[config.mk]
export PLATFORM = sky130hd
export DESIGN_NAME = mail_session_command_sequencer_core
export DESIGN_NICKNAME = d
export VERILOG_FILES = /design/src/rtl/core/mscs_pkg.sv /design/src/rtl/core/mscs_in_stage.sv /design/src/rtl/core/mscs_decide.sv /design/src/rtl/core/mail_session_command_sequencer_core.sv
export SDC_FILE = /design/constraint.sdc
export NUM_CORES = 1
export LEC_CHECK = 0
export BUFFER_PORTS_ARGS = -buffer_cell sky130_fd_sc_hd__buf_2
export CORE_AREA = 2 2 86 67
export DETAILED_ROUTE_END_ITERATION = 16
export DIE_AREA = 0 0 88 69
export PLACE_DENSITY_LB_ADDON = 0.12
export SLEW_MARGIN = 20
export SYNTH_ARGS = -nofsm -noshare
export SYNTH_HDL_FRONTEND = slang
export SYNTH_SLANG_ARGS = --single-unit
[constraint.sdc]
create_clock -name clk -period 1.95 [get_ports clk]
set_clock_uncertainty 0.05 [all_clocks]
set_input_delay 0.0975 -clock clk [delete_from_list [all_inputs] [get_ports clk]]
set_output_delay 0.0975 -clock clk [all_outputs]
set_load 0.01 [all_outputs]
[src/rtl/core/mscs_pkg.sv]
// Package for the mail session command sequencer.
// Holds the command, phase and reply codes and the decision result type.
// No dependencies.
package mscs_pkg;

	typedef enum logic [3:0] {
		OP_HELO    = 4'd0,
		OP_EHLO    = 4'd1,
		OP_VRFY    = 4'd2,
		OP_MAIL    = 4'd3,
		OP_RCPT    = 4'd4,
		OP_DATA    = 4'd5,
		OP_RSET    = 4'd6,
		OP_QUIT    = 4'd7,
		OP_UNKNOWN = 4'd8
	} op_t;

	typedef enum logic [2:0] {
		PH_BEGIN = 3'd0,
		PH_WAIT  = 3'd1,
		PH_ENV   = 3'd2,
		PH_RCPT  = 3'd3,
		PH_WRITE = 3'd4,
		PH_READY = 3'd5
	} phase_t;

	typedef enum logic [3:0] {
		RP_NONE         = 4'd0,
		RP_GREET        = 4'd1,
		RP_EHLO_LIST    = 4'd2,
		RP_NEED_HELO    = 4'd3,
		RP_NEED_MAIL    = 4'd4,
		RP_NEED_RCPT    = 4'd5,
		RP_UNKNOWN      = 4'd6,
		RP_BYE          = 4'd7,
		RP_NEED_MAIL_VF = 4'd8,
		RP_OK           = 4'd9,
		RP_NO_USER      = 4'd10,
		RP_VRFY_FOUND   = 4'd11,
		RP_NEED_RCPT_VF = 4'd12,
		RP_START_INPUT  = 4'd13
	} reply_t;

	typedef struct packed {
		reply_t     reply_kind;
		phase_t     next_phase;
		logic       close_session;
		logic       save_sender;
		logic       save_main_recipient;
		logic       save_copy;
		logic [2:0] copy_slot;
		logic       append_body;
		logic       clear_message;
	} result_t;

endpackage

[src/rtl/core/mscs_in_stage.sv]
// Input register stage of the mail session command sequencer.
// Captures one request per cycle while in_ready is high; depends on nothing outside this file.
module mscs_in_stage (
	input  logic       clk,
	input  logic       arst_n,
	input  logic       in_valid,
	output logic       in_ready,
	input  logic [3:0] op,
	input  logic       line_is_end,
	input  logic       lookup_hit,
	input  logic       advance,
	output logic       valid_s1,
	output logic [3:0] op_s1,
	output logic       end_s1,
	output logic       hit_s1
);

	assign in_ready = !valid_s1 || advance;

	always_ff @(posedge clk or negedge arst_n) begin
		if (!arst_n) begin
			valid_s1 <= 1'b0;
		end else if (in_ready) begin
			valid_s1 <= in_valid;
		end
	end

	always_ff @(posedge clk) begin
		if (in_valid && in_ready) begin
			op_s1  <= op;
			end_s1 <= line_is_end;
			hit_s1 <= lookup_hit;
		end
	end

endmodule

[src/rtl/core/mscs_decide.sv]
// Session decision logic and state of the mail session command sequencer.
// Uses mscs_pkg for codes and the result type.
module mscs_decide #(
	parameter int MAX_COPIES = 8
) (
	input  logic             clk,
	input  logic             arst_n,
	input  logic             advance,
	input  logic [3:0]       op_s1,
	input  logic             end_s1,
	input  logic             hit_s1,
	output mscs_pkg::result_t result
);
	import mscs_pkg::*;

	localparam int CW = $clog2(MAX_COPIES + 1);

	phase_t        phase_q;
	logic [CW-1:0] copy_count_q;
	logic [CW-1:0] count_next;
	logic [CW+2:0] count_ext;
	phase_t        ph;
	logic          slots_free;

	assign count_ext  = {3'b000, copy_count_q};
	assign slots_free = copy_count_q < CW'(MAX_COPIES);

	always_comb begin
		case (phase_q)
			PH_BEGIN, PH_WAIT, PH_ENV, PH_RCPT, PH_WRITE, PH_READY: ph = phase_q;
			default: ph = PH_BEGIN;
		endcase
	end

	always_comb begin
		result = '0;
		result.reply_kind = RP_NONE;
		result.next_phase = ph;
		count_next = copy_count_q;
		if (ph == PH_WRITE) begin
			if (end_s1) begin
				result.reply_kind = RP_OK;
				result.next_phase = PH_READY;
			end else begin
				result.append_body = 1'b1;
			end
		end else if (op_s1 == OP_QUIT) begin
			result.reply_kind    = RP_BYE;
			result.close_session = 1'b1;
			result.next_phase    = PH_BEGIN;
			count_next           = '0;
		end else if (op_s1 > OP_QUIT) begin
			result.reply_kind = RP_UNKNOWN;
		end else if (ph == PH_BEGIN) begin
			case (op_s1)
				OP_HELO: begin
					result.reply_kind = RP_GREET;
					result.next_phase = PH_WAIT;
				end
				OP_EHLO: begin
					result.reply_kind = RP_EHLO_LIST;
					result.next_phase = PH_WAIT;
				end
				OP_RCPT: result.reply_kind = RP_NEED_MAIL;
				OP_DATA: result.reply_kind = RP_NEED_RCPT;
				default: result.reply_kind = RP_NEED_HELO;
			endcase
		end else if (op_s1 == OP_VRFY) begin
			result.reply_kind = hit_s1 ? RP_VRFY_FOUND : RP_NO_USER;
		end else if (ph == PH_WAIT || ph == PH_READY) begin
			case (op_s1)
				OP_HELO, OP_EHLO: result.reply_kind = RP_NEED_MAIL_VF;
				OP_MAIL: begin
					result.reply_kind  = RP_OK;
					result.next_phase  = PH_ENV;
					result.save_sender = 1'b1;
					if (ph == PH_READY) begin
						result.clear_message = 1'b1;
						count_next           = '0;
					end
				end
				OP_RCPT: result.reply_kind = RP_NEED_MAIL;
				OP_DATA: result.reply_kind = RP_NEED_RCPT;
				default: result.reply_kind = (ph == PH_WAIT) ? RP_OK : RP_NEED_MAIL;
			endcase
		end else begin
			case (op_s1)
				OP_HELO, OP_EHLO: result.reply_kind = RP_NEED_RCPT_VF;
				OP_MAIL: result.reply_kind = (ph == PH_ENV) ? RP_NEED_RCPT_VF : RP_NEED_RCPT;
				OP_RCPT: begin
					if (!hit_s1) begin
						result.reply_kind = RP_NO_USER;
					end else begin
						result.reply_kind = RP_OK;
						if (ph == PH_ENV) begin
							result.save_main_recipient = 1'b1;
							result.next_phase          = PH_RCPT;
						end else if (slots_free) begin
							result.save_copy = 1'b1;
							result.copy_slot = count_ext[2:0];
							count_next       = copy_count_q + CW'(1);
						end
					end
				end
				OP_DATA: begin
					if (ph == PH_RCPT) begin
						result.reply_kind = RP_START_INPUT;
						result.next_phase = PH_WRITE;
					end else begin
						result.reply_kind = RP_NEED_RCPT;
					end
				end
				default: begin
					result.reply_kind = RP_OK;
					result.next_phase = PH_WAIT;
				end
			endcase
		end
	end

	always_ff @(posedge clk or negedge arst_n) begin
		if (!arst_n) begin
			phase_q      <= PH_BEGIN;
			copy_count_q <= '0;
		end else if (advance) begin
			phase_q      <= result.next_phase;
			copy_count_q <= count_next;
		end
	end

endmodule

[src/rtl/core/mail_session_command_sequencer_core.sv]
// Top level of the mail session command sequencer.
// Uses mscs_pkg, mscs_in_stage and mscs_decide.
//
//   channel | valid    | ready     | payload
//   input   | in_valid | in_ready  | op, line_is_end, lookup_hit
//   output  | out_valid| out_ready | reply_kind .. clear_message
//
// A request accepted into the input register moves into the result register
// once the output is free, and its result is then offered; a new request is
// taken every cycle while the output does not stall. The session phase and
// copy count update as a request moves into the result register. Reset clears
// both stages and returns the phase to begin. A stalled output holds its
// result while the input register absorbs one more.
module mail_session_command_sequencer_core #(
	parameter int MAX_COPIES = 8
) (
	input  logic       clk,
	input  logic       arst_n,
	input  logic       in_valid,
	output logic       in_ready,
	input  logic [3:0] op,
	input  logic       line_is_end,
	input  logic       lookup_hit,
	output logic       out_valid,
	input  logic       out_ready,
	output logic [3:0] reply_kind,
	output logic [2:0] next_phase,
	output logic       close_session,
	output logic       save_sender,
	output logic       save_main_recipient,
	output logic       save_copy,
	output logic [2:0] copy_slot,
	output logic       append_body,
	output logic       clear_message
);
	import mscs_pkg::*;

	logic       valid_s1;
	logic [3:0] op_s1;
	logic       end_s1;
	logic       hit_s1;
	logic       advance;
	logic       valid_s2;
	result_t    result;
	result_t    result_s2;

	assign advance = valid_s1 && (!valid_s2 || out_ready);

	mscs_in_stage u_in_stage (
		.clk         (clk),
		.arst_n      (arst_n),
		.in_valid    (in_valid),
		.in_ready    (in_ready),
		.op          (op),
		.line_is_end (line_is_end),
		.lookup_hit  (lookup_hit),
		.advance     (advance),
		.valid_s1    (valid_s1),
		.op_s1       (op_s1),
		.end_s1      (end_s1),
		.hit_s1      (hit_s1)
	);

	mscs_decide #(
		.MAX_COPIES (MAX_COPIES)
	) u_decide (
		.clk     (clk),
		.arst_n  (arst_n),
		.advance (advance),
		.op_s1   (op_s1),
		.end_s1  (end_s1),
		.hit_s1  (hit_s1),
		.result  (result)
	);

	always_ff @(posedge clk or negedge arst_n) begin
		if (!arst_n) begin
			valid_s2 <= 1'b0;
		end else if (!valid_s2 || out_ready) begin
			valid_s2 <= valid_s1;
		end
	end

	always_ff @(posedge clk) begin
		if (advance) begin
			result_s2 <= result;
		end
	end

	assign out_valid           = valid_s2;
	assign reply_kind          = result_s2.reply_kind;
	assign next_phase          = result_s2.next_phase;
	assign close_session       = result_s2.close_session;
	assign save_sender         = result_s2.save_sender;
	assign save_main_recipient = result_s2.save_main_recipient;
	assign save_copy           = result_s2.save_copy;
	assign copy_slot           = result_s2.copy_slot;
	assign append_body         = result_s2.append_body;
	assign clear_message       = result_s2.clear_message;

endmodule

==> metrics.txt, run 1 <==
status=finished, final reports clean; CP startpoint kind=register; max frequency=approximately 530 MHz; clk slew on worst S/H paths=approximately 70 ps; YS warnings=0; max_cap viols=0; post-synthesis cell area=1790 um2; slowest stage delay, CP=about 390 ps; PortBufs=27; Lkg Pwr=around 1.1 nW; Routed Antenna Nets=0; DRC=0; core area=around 5200 um2; Crit-path slowest cell=dfrtp_1; fin crit share=between 90% and 100%; Synth area leader=edfxtp_1; Routed WL=5300 um; Synth cell types=55; post-DR vias/cell=just over 5; Pwr Density=about 860 nW/um2; most used cell, CP=buf_4; diode count=0; ys async rst share=29.0%; global-route wire length before repair=between 8000 and 9000 um; Rows=23; grt total ovfl=0; Crit Path Category=reg2reg; top_reg_cell synth=edfxtp_1; Post-Syn Instances=between 150 and 200; CTS tree=done; post-layout min period=1880 ps; sequential element share of the synthesized area=roughly half; DIE WIDTH=about 90 um; Fin. Hold Viols=0; GRT Total Usage=about a fifth; H-Tree Level Count=2; Area after DPL=2280 um2; share of layout cells above drive strength 1=35.5%; chip height=approximately 69 um; Ports=28; Least-Margin Pin Slew=399 ps; CTS sink cnt=31; Starting Density=34.3%; HP Class=in2reg; placer congestion estimate=0.925; Req. time, crit path=approximately 1900 ps; DRT Pass-1 Iters=4; Non-Filler Instances=approximately 330; Avg WL per Cell=approximately 16 um; FF+latch count, synth=31; crit path DAT=roughly 1900 ps; Area contributors post-synth=edfxtp_1 37%, dfrtp_1 13%, nor2_1 4.0%, a21oi_1 3.9%, nand2_1 3.4%; commonest cells in the netlist=22 x edfxtp_1, 19 x nor2_1, 16 x nand2_1; worst-path fanout max=8; syn nets=a little under 200; Root Driver=clkbuf_8; Relative slew margins=around 73%; Finished Cell Area=around 2500 um2; Final nets=~270; Post-synth EDFFs=22; critical-path cell list=buf_4 -> nand2b_1 -> a21oi_1 -> o22ai_1 -> a211oi_1 -> buf_4 -> o21ai_1; # setup viols final=0; maximum vdd ir drop=375 uV; initial antenna violation count=0; Clock Path Buffers=2; worst skew pair latency=280 ps; count leader, synth=edfxtp_1; Syn-to-layout area delta=38.3%; worst slack at placement=roughly 52 ps; placed cells=about 320; fin util=around 47%; DR iter-0 viols=~120; Synth top area share=between 30% and 40%; cts bufs inserted=5; full die area=6070 um2; RSZ-0062 raised after global routing=yes; vias in the first global route=1,696; largest net degree at the start of global routing=12; Final Max Tran Viols=0; via count=roughly 1,700; dpl hpwl=roughly 4200 um; Crit. End Element=register; PnR worst setup slack=~66 ps; syn_area_per_cell=9.81 um2
==> placed cells by master (no fill, tap or decap), types with 4 or more instances in the layout <==
master | netlist | layout
nand2_1 | 16 | 16
buf_4 | 2 | 45
a21oi_1 | 14 | 14
and2_1 | 6 | 6
o21ai_1 | 7 | 7
o22ai_1 | 4 | 4
clkbuf_8 | 0 | 5
dlygate4sd3_1 | 0 | 8
nor2_1 | 19 | 19
nand2b_1 | 8 | 8
dfrtp_1 | 9 | 9
edfxtp_1 | 22 | 22
nand3_1 | 4 | 4
buf_2 | 5 | 27
nor3_1 | 5 | 5
==> per-layer routing <==
metal	track usage (%)	vias to the layer above	wire length (um)
li1	-	827	-
met1	28.3	802	2510
met2	27.7	63	2340
met3	4.67	9	370
met4	5.81	0	84
met5	0	-	0
==> worst max-delay path, delay by kind of cell (launching register included) <==
family	cells	cell delay (ps)
compound gates	4	650
flops	1	390
buf+inv	2	340
simple gates	1	220
==> repair_timing <==
item                                    4_1_cts  5_1_grt
buffers inserted                              0        3
endpoints found under the hold margin        16        0
endpoints found under the setup margin        0        8
gates resized for setup                       0        2
hold buffers                                  8        0
==> flip-flops by register name (all words and copies together) (netlist names) <==
name	count
u_in_stage.op_s1	4
clear_message	1
u_decide.copy_count_q	4
u_in_stage.hit_s1	1
append_body	1
reply_kind	4
copy_slot	3
u_in_stage.valid_s1	1
save_copy	1
u_decide.phase_q	3
close_session	1
u_in_stage.end_s1	1
next_phase	3
save_sender	1
save_main_recipient	1
out_valid	1
==> power breakdown <==
| part | internal [mW] | total, mW | switching (mW) | leakage (nW) |
|---|---|---|---|---|
| clock | 0.244 | 0.492 | 0.248 | 0.0477 |
| combinational | 0.373 | 0.795 | 0.421 | 0.702 |
| sequential | 0.789 | 0.829 | 0.0397 | 0.332 |
==> cells by family after synthesis <==
group / Yosys count / synth area share, %
xor gates and xnor gates: 1 / 0.491
muxes: 2 / 1.26
adders and majority gates: 1 / 0.701
and+or+nand+nor: 77 / 23.2
buffers and inverters: 17 / 4.34
DFF: 31 / 49.6
AOI/OAI and AO/OA: 53 / 20.4
==> final cells by class <==
cell class              count  area, um2
clock buffers               5       68.8
clock inverters             3       15.0
flip-flops and latches     31        886
inverters                   4       18.8
multi-input cells         134        825
fillers                   498       2740
repair buffers             82        563
well taps                  75       93.8
==> metrics by stage <==
| step | power, mW | hold slack, ps | setup TNS (ps) |
|---|---|---|---|
| 2_1_floorplan | 1.25 | -248 | 0 |
| 3_3_place_gp | 1.63 | -78.6 | 0 |
| 3_5_place_dp | 1.60 | -74.9 | 0 |
| 4_1_cts | 2.11 | 73.5 | 0 |
| 5_1_grt | 2.25 | 114 | -109 |
| 6_report | 2.12 | 83.3 | 0 |
==> final timing paths <==
| check | to | cells past startpoint | startpoint | slack (ps) |
|---|---|---|---|---|
| setup / recovery | next_phase[0] | 7 | u_decide.phase_q[1] | 70 |
| hold reg to reg | u_decide.copy_count_q[2] | 1 | u_decide.copy_count_q[2] | 480 |
| setup reg to reg | next_phase[0] | 7 | u_decide.phase_q[1] | 70 |
| max in group asynchronous | out_valid | 2 | arst_n | 1510 |
| hold / removal | u_in_stage.valid_s1 | 3 | out_ready | 80 |
| min in group asynchronous | u_decide.phase_q[0] | 2 | arst_n | 140 |
No activity file was read; power rests on OpenSTA's default activity.
==> run 2, diff against run 1 <==
==> constraint.sdc (replaced) <==
create_clock -name clk -period 1.95 [get_ports clk]
set_clock_uncertainty 0.05 [all_clocks]
set_input_delay 0.585 -clock clk [delete_from_list [all_inputs] [get_ports clk]]
set_output_delay 0.585 -clock clk [all_outputs]
set_load 0.01 [all_outputs]
==> metrics.txt, run 2 (synthesized netlist as in run 1, its figures left out) <==
worst-path fanout max=7; final hold slack=between 100 and 150 ps; Ports=28; chip height=between 60 and 70 um; Rows=23; Critical R2R Capture=u_decide.copy_count_q[2]; most common cell after layout, fill and taps aside=buf_4; # setup viols final=0; fillers=roughly 500; worst skew pair latency=280 ps; Final Max Tran Viols=0; full die area=6070 um2; global-route wire length before repair=around 8400 um; CTS tree=done; max frequency=531 MHz; Starting Density=34.3%; DRC=0; PnR worst setup slack=roughly 66 ps; sequential share of power=a little under two fifths; worst slack at placement=around 62 ps; max_cap viols=0; critical-path cell list=and4bb_1 -> o21bai_1 -> a2111o_1 -> o21ai_1 -> o31ai_4; DRT Pass-1 Iters=5; DR iter-0 viols=145; Routed Antenna Nets=0; share of layout cells above drive strength 1=a little under two fifths; CTS Hold Buffers Added=0; Root Driver=clkbuf_8; H-Tree Level Count=2; CTS sink cnt=31; Comb power frac=36.4%; Relative slew margins=about three quarters; Crit Path Category=reg2reg; Least-Margin Pin Slew=401 ps; Clock Path Buffers=2; Final nets=264; diode count=0; post-DR vias/cell=between 5 and 6; Tot Pwr=between 2 and 2.5 mW; vias in the first global route=1,569; clk slew on worst S/H paths=approximately 60 ps; Net Sw Frac=~32%; R2R Setup Slk=70 ps; Area after DPL=2310 um2; cts bufs inserted=5; post-layout min period=between 1500 and 2000 ps; largest net degree at the start of global routing=15; status=finished, final reports clean; via count=1,690; slowest stage delay, CP=approximately 520 ps; switching power=roughly 710 uW; grt total ovfl=0; placer congestion estimate=0.943; GRT Total Usage=a little under a fifth; Lkg Pwr=1.07 nW; Worst R2R Start=u_in_stage.op_s1[2]; Req. time, crit path=2060 ps; initial antenna violation count=0; clock power share=~26%; Pwr Density=about 900 nW/um2; CP startpoint kind=register; Finished Cell Area=approximately 2400 um2; Routed WL=between 5000 and 6000 um; Crit-path slowest cell=a2111o_1; crit path DAT=1990 ps; PortBufs=27; HP Class=in2async; Fin. Hold Viols=0; Crit. End Element=register; Syn-to-layout area delta=36.8%; Cell Int Power=1.49 mW; core area=~5200 um2; Avg WL per Cell=16.6 um; R2R cell count=5; commonest cells after routing, fill and taps aside=50 x buf_4, 27 x buf_2, 22 x edfxtp_1; RSZ-0062 raised after global routing=yes; maximum vdd ir drop=373 uV; DIE WIDTH=between 80 and 90 um; fin crit share=96.6%; dpl hpwl=roughly 4200 um
run 2: power by group through the flow:
| stage | registers [mW] | clock network [mW] | logic, mW |
|---|---|---|---|
| floorplan | 0.851 | 0 | 0.395 |
| global placement | 0.846 | 0 | 0.802 |
| detailed placement | 0.849 | 0 | 0.787 |
| CTS | 0.835 | 0.573 | 0.792 |
| global route | 0.844 | 0.611 | 0.871 |
| finish | 0.837 | 0.564 | 0.802 |
run 2: worst max-delay path by stage:
stage	startpoint	endpoint	slack (ps)	cells past startpoint
final	u_in_stage.op_s1[2]	u_decide.copy_count_q[2]	70	5
after global routing	u_in_stage.op_s1[2]	u_decide.copy_count_q[2]	-20	5
after CTS	u_decide.phase_q[1]	u_decide.copy_count_q[2]	40	5
after detailed placement	u_decide.phase_q[1]	u_decide.copy_count_q[2]	60	5
after global placement	u_in_stage.op_s1[2]	copy_slot[2]	-10	5
after floorplan	u_in_stage.op_s1[3]	u_decide.copy_count_q[2]	180	5
run 2: repair_timing:
action	4_1_cts	5_1_grt
gates resized for setup	0	4
buffers inserted	0	2
endpoints found under the setup margin	0	8
run 2: area by class of cell:
class	count	area (um2)	share of cell area (%)
clock buffers	8	100	4.10
inverters	4	15.0	0.615
multi-input cells	134	836	34.2
flip-flops and latches	31	887	36.3
well taps	75	93.8	3.84
repair buffers	77	510	20.9
run 2: critical path: cells and delay by family, from the launching register on:
| family | cells | cell delay [ps] |
|---|---|---|
| AO/OA/AOI/OAI | 4 | 940 |
| flip-flops | 1 | 480 |
| AND/OR/NAND/NOR | 1 | 290 |
run 2: layer usage:
layer	up-vias	track usage (%)	routed length, um
met5	-	0	0
met1	806	29.1	2710
li1	823	-	-
met3	5	4.55	347
met4	0	5.47	43
met2	56	25.1	2370
run 2: per-stage QoR:
step | utilization, % | instances | setup TNS (ps)
after CTS | 46.3 | 327 | 0
after detailed placement | 44.4 | 319 | 0
after global placement | 44.4 | 319 | -11.7
after global routing | 46.9 | 329 | -21.5
final | 46.9 | 329 | 0
after floorplan | - | 182 | 0
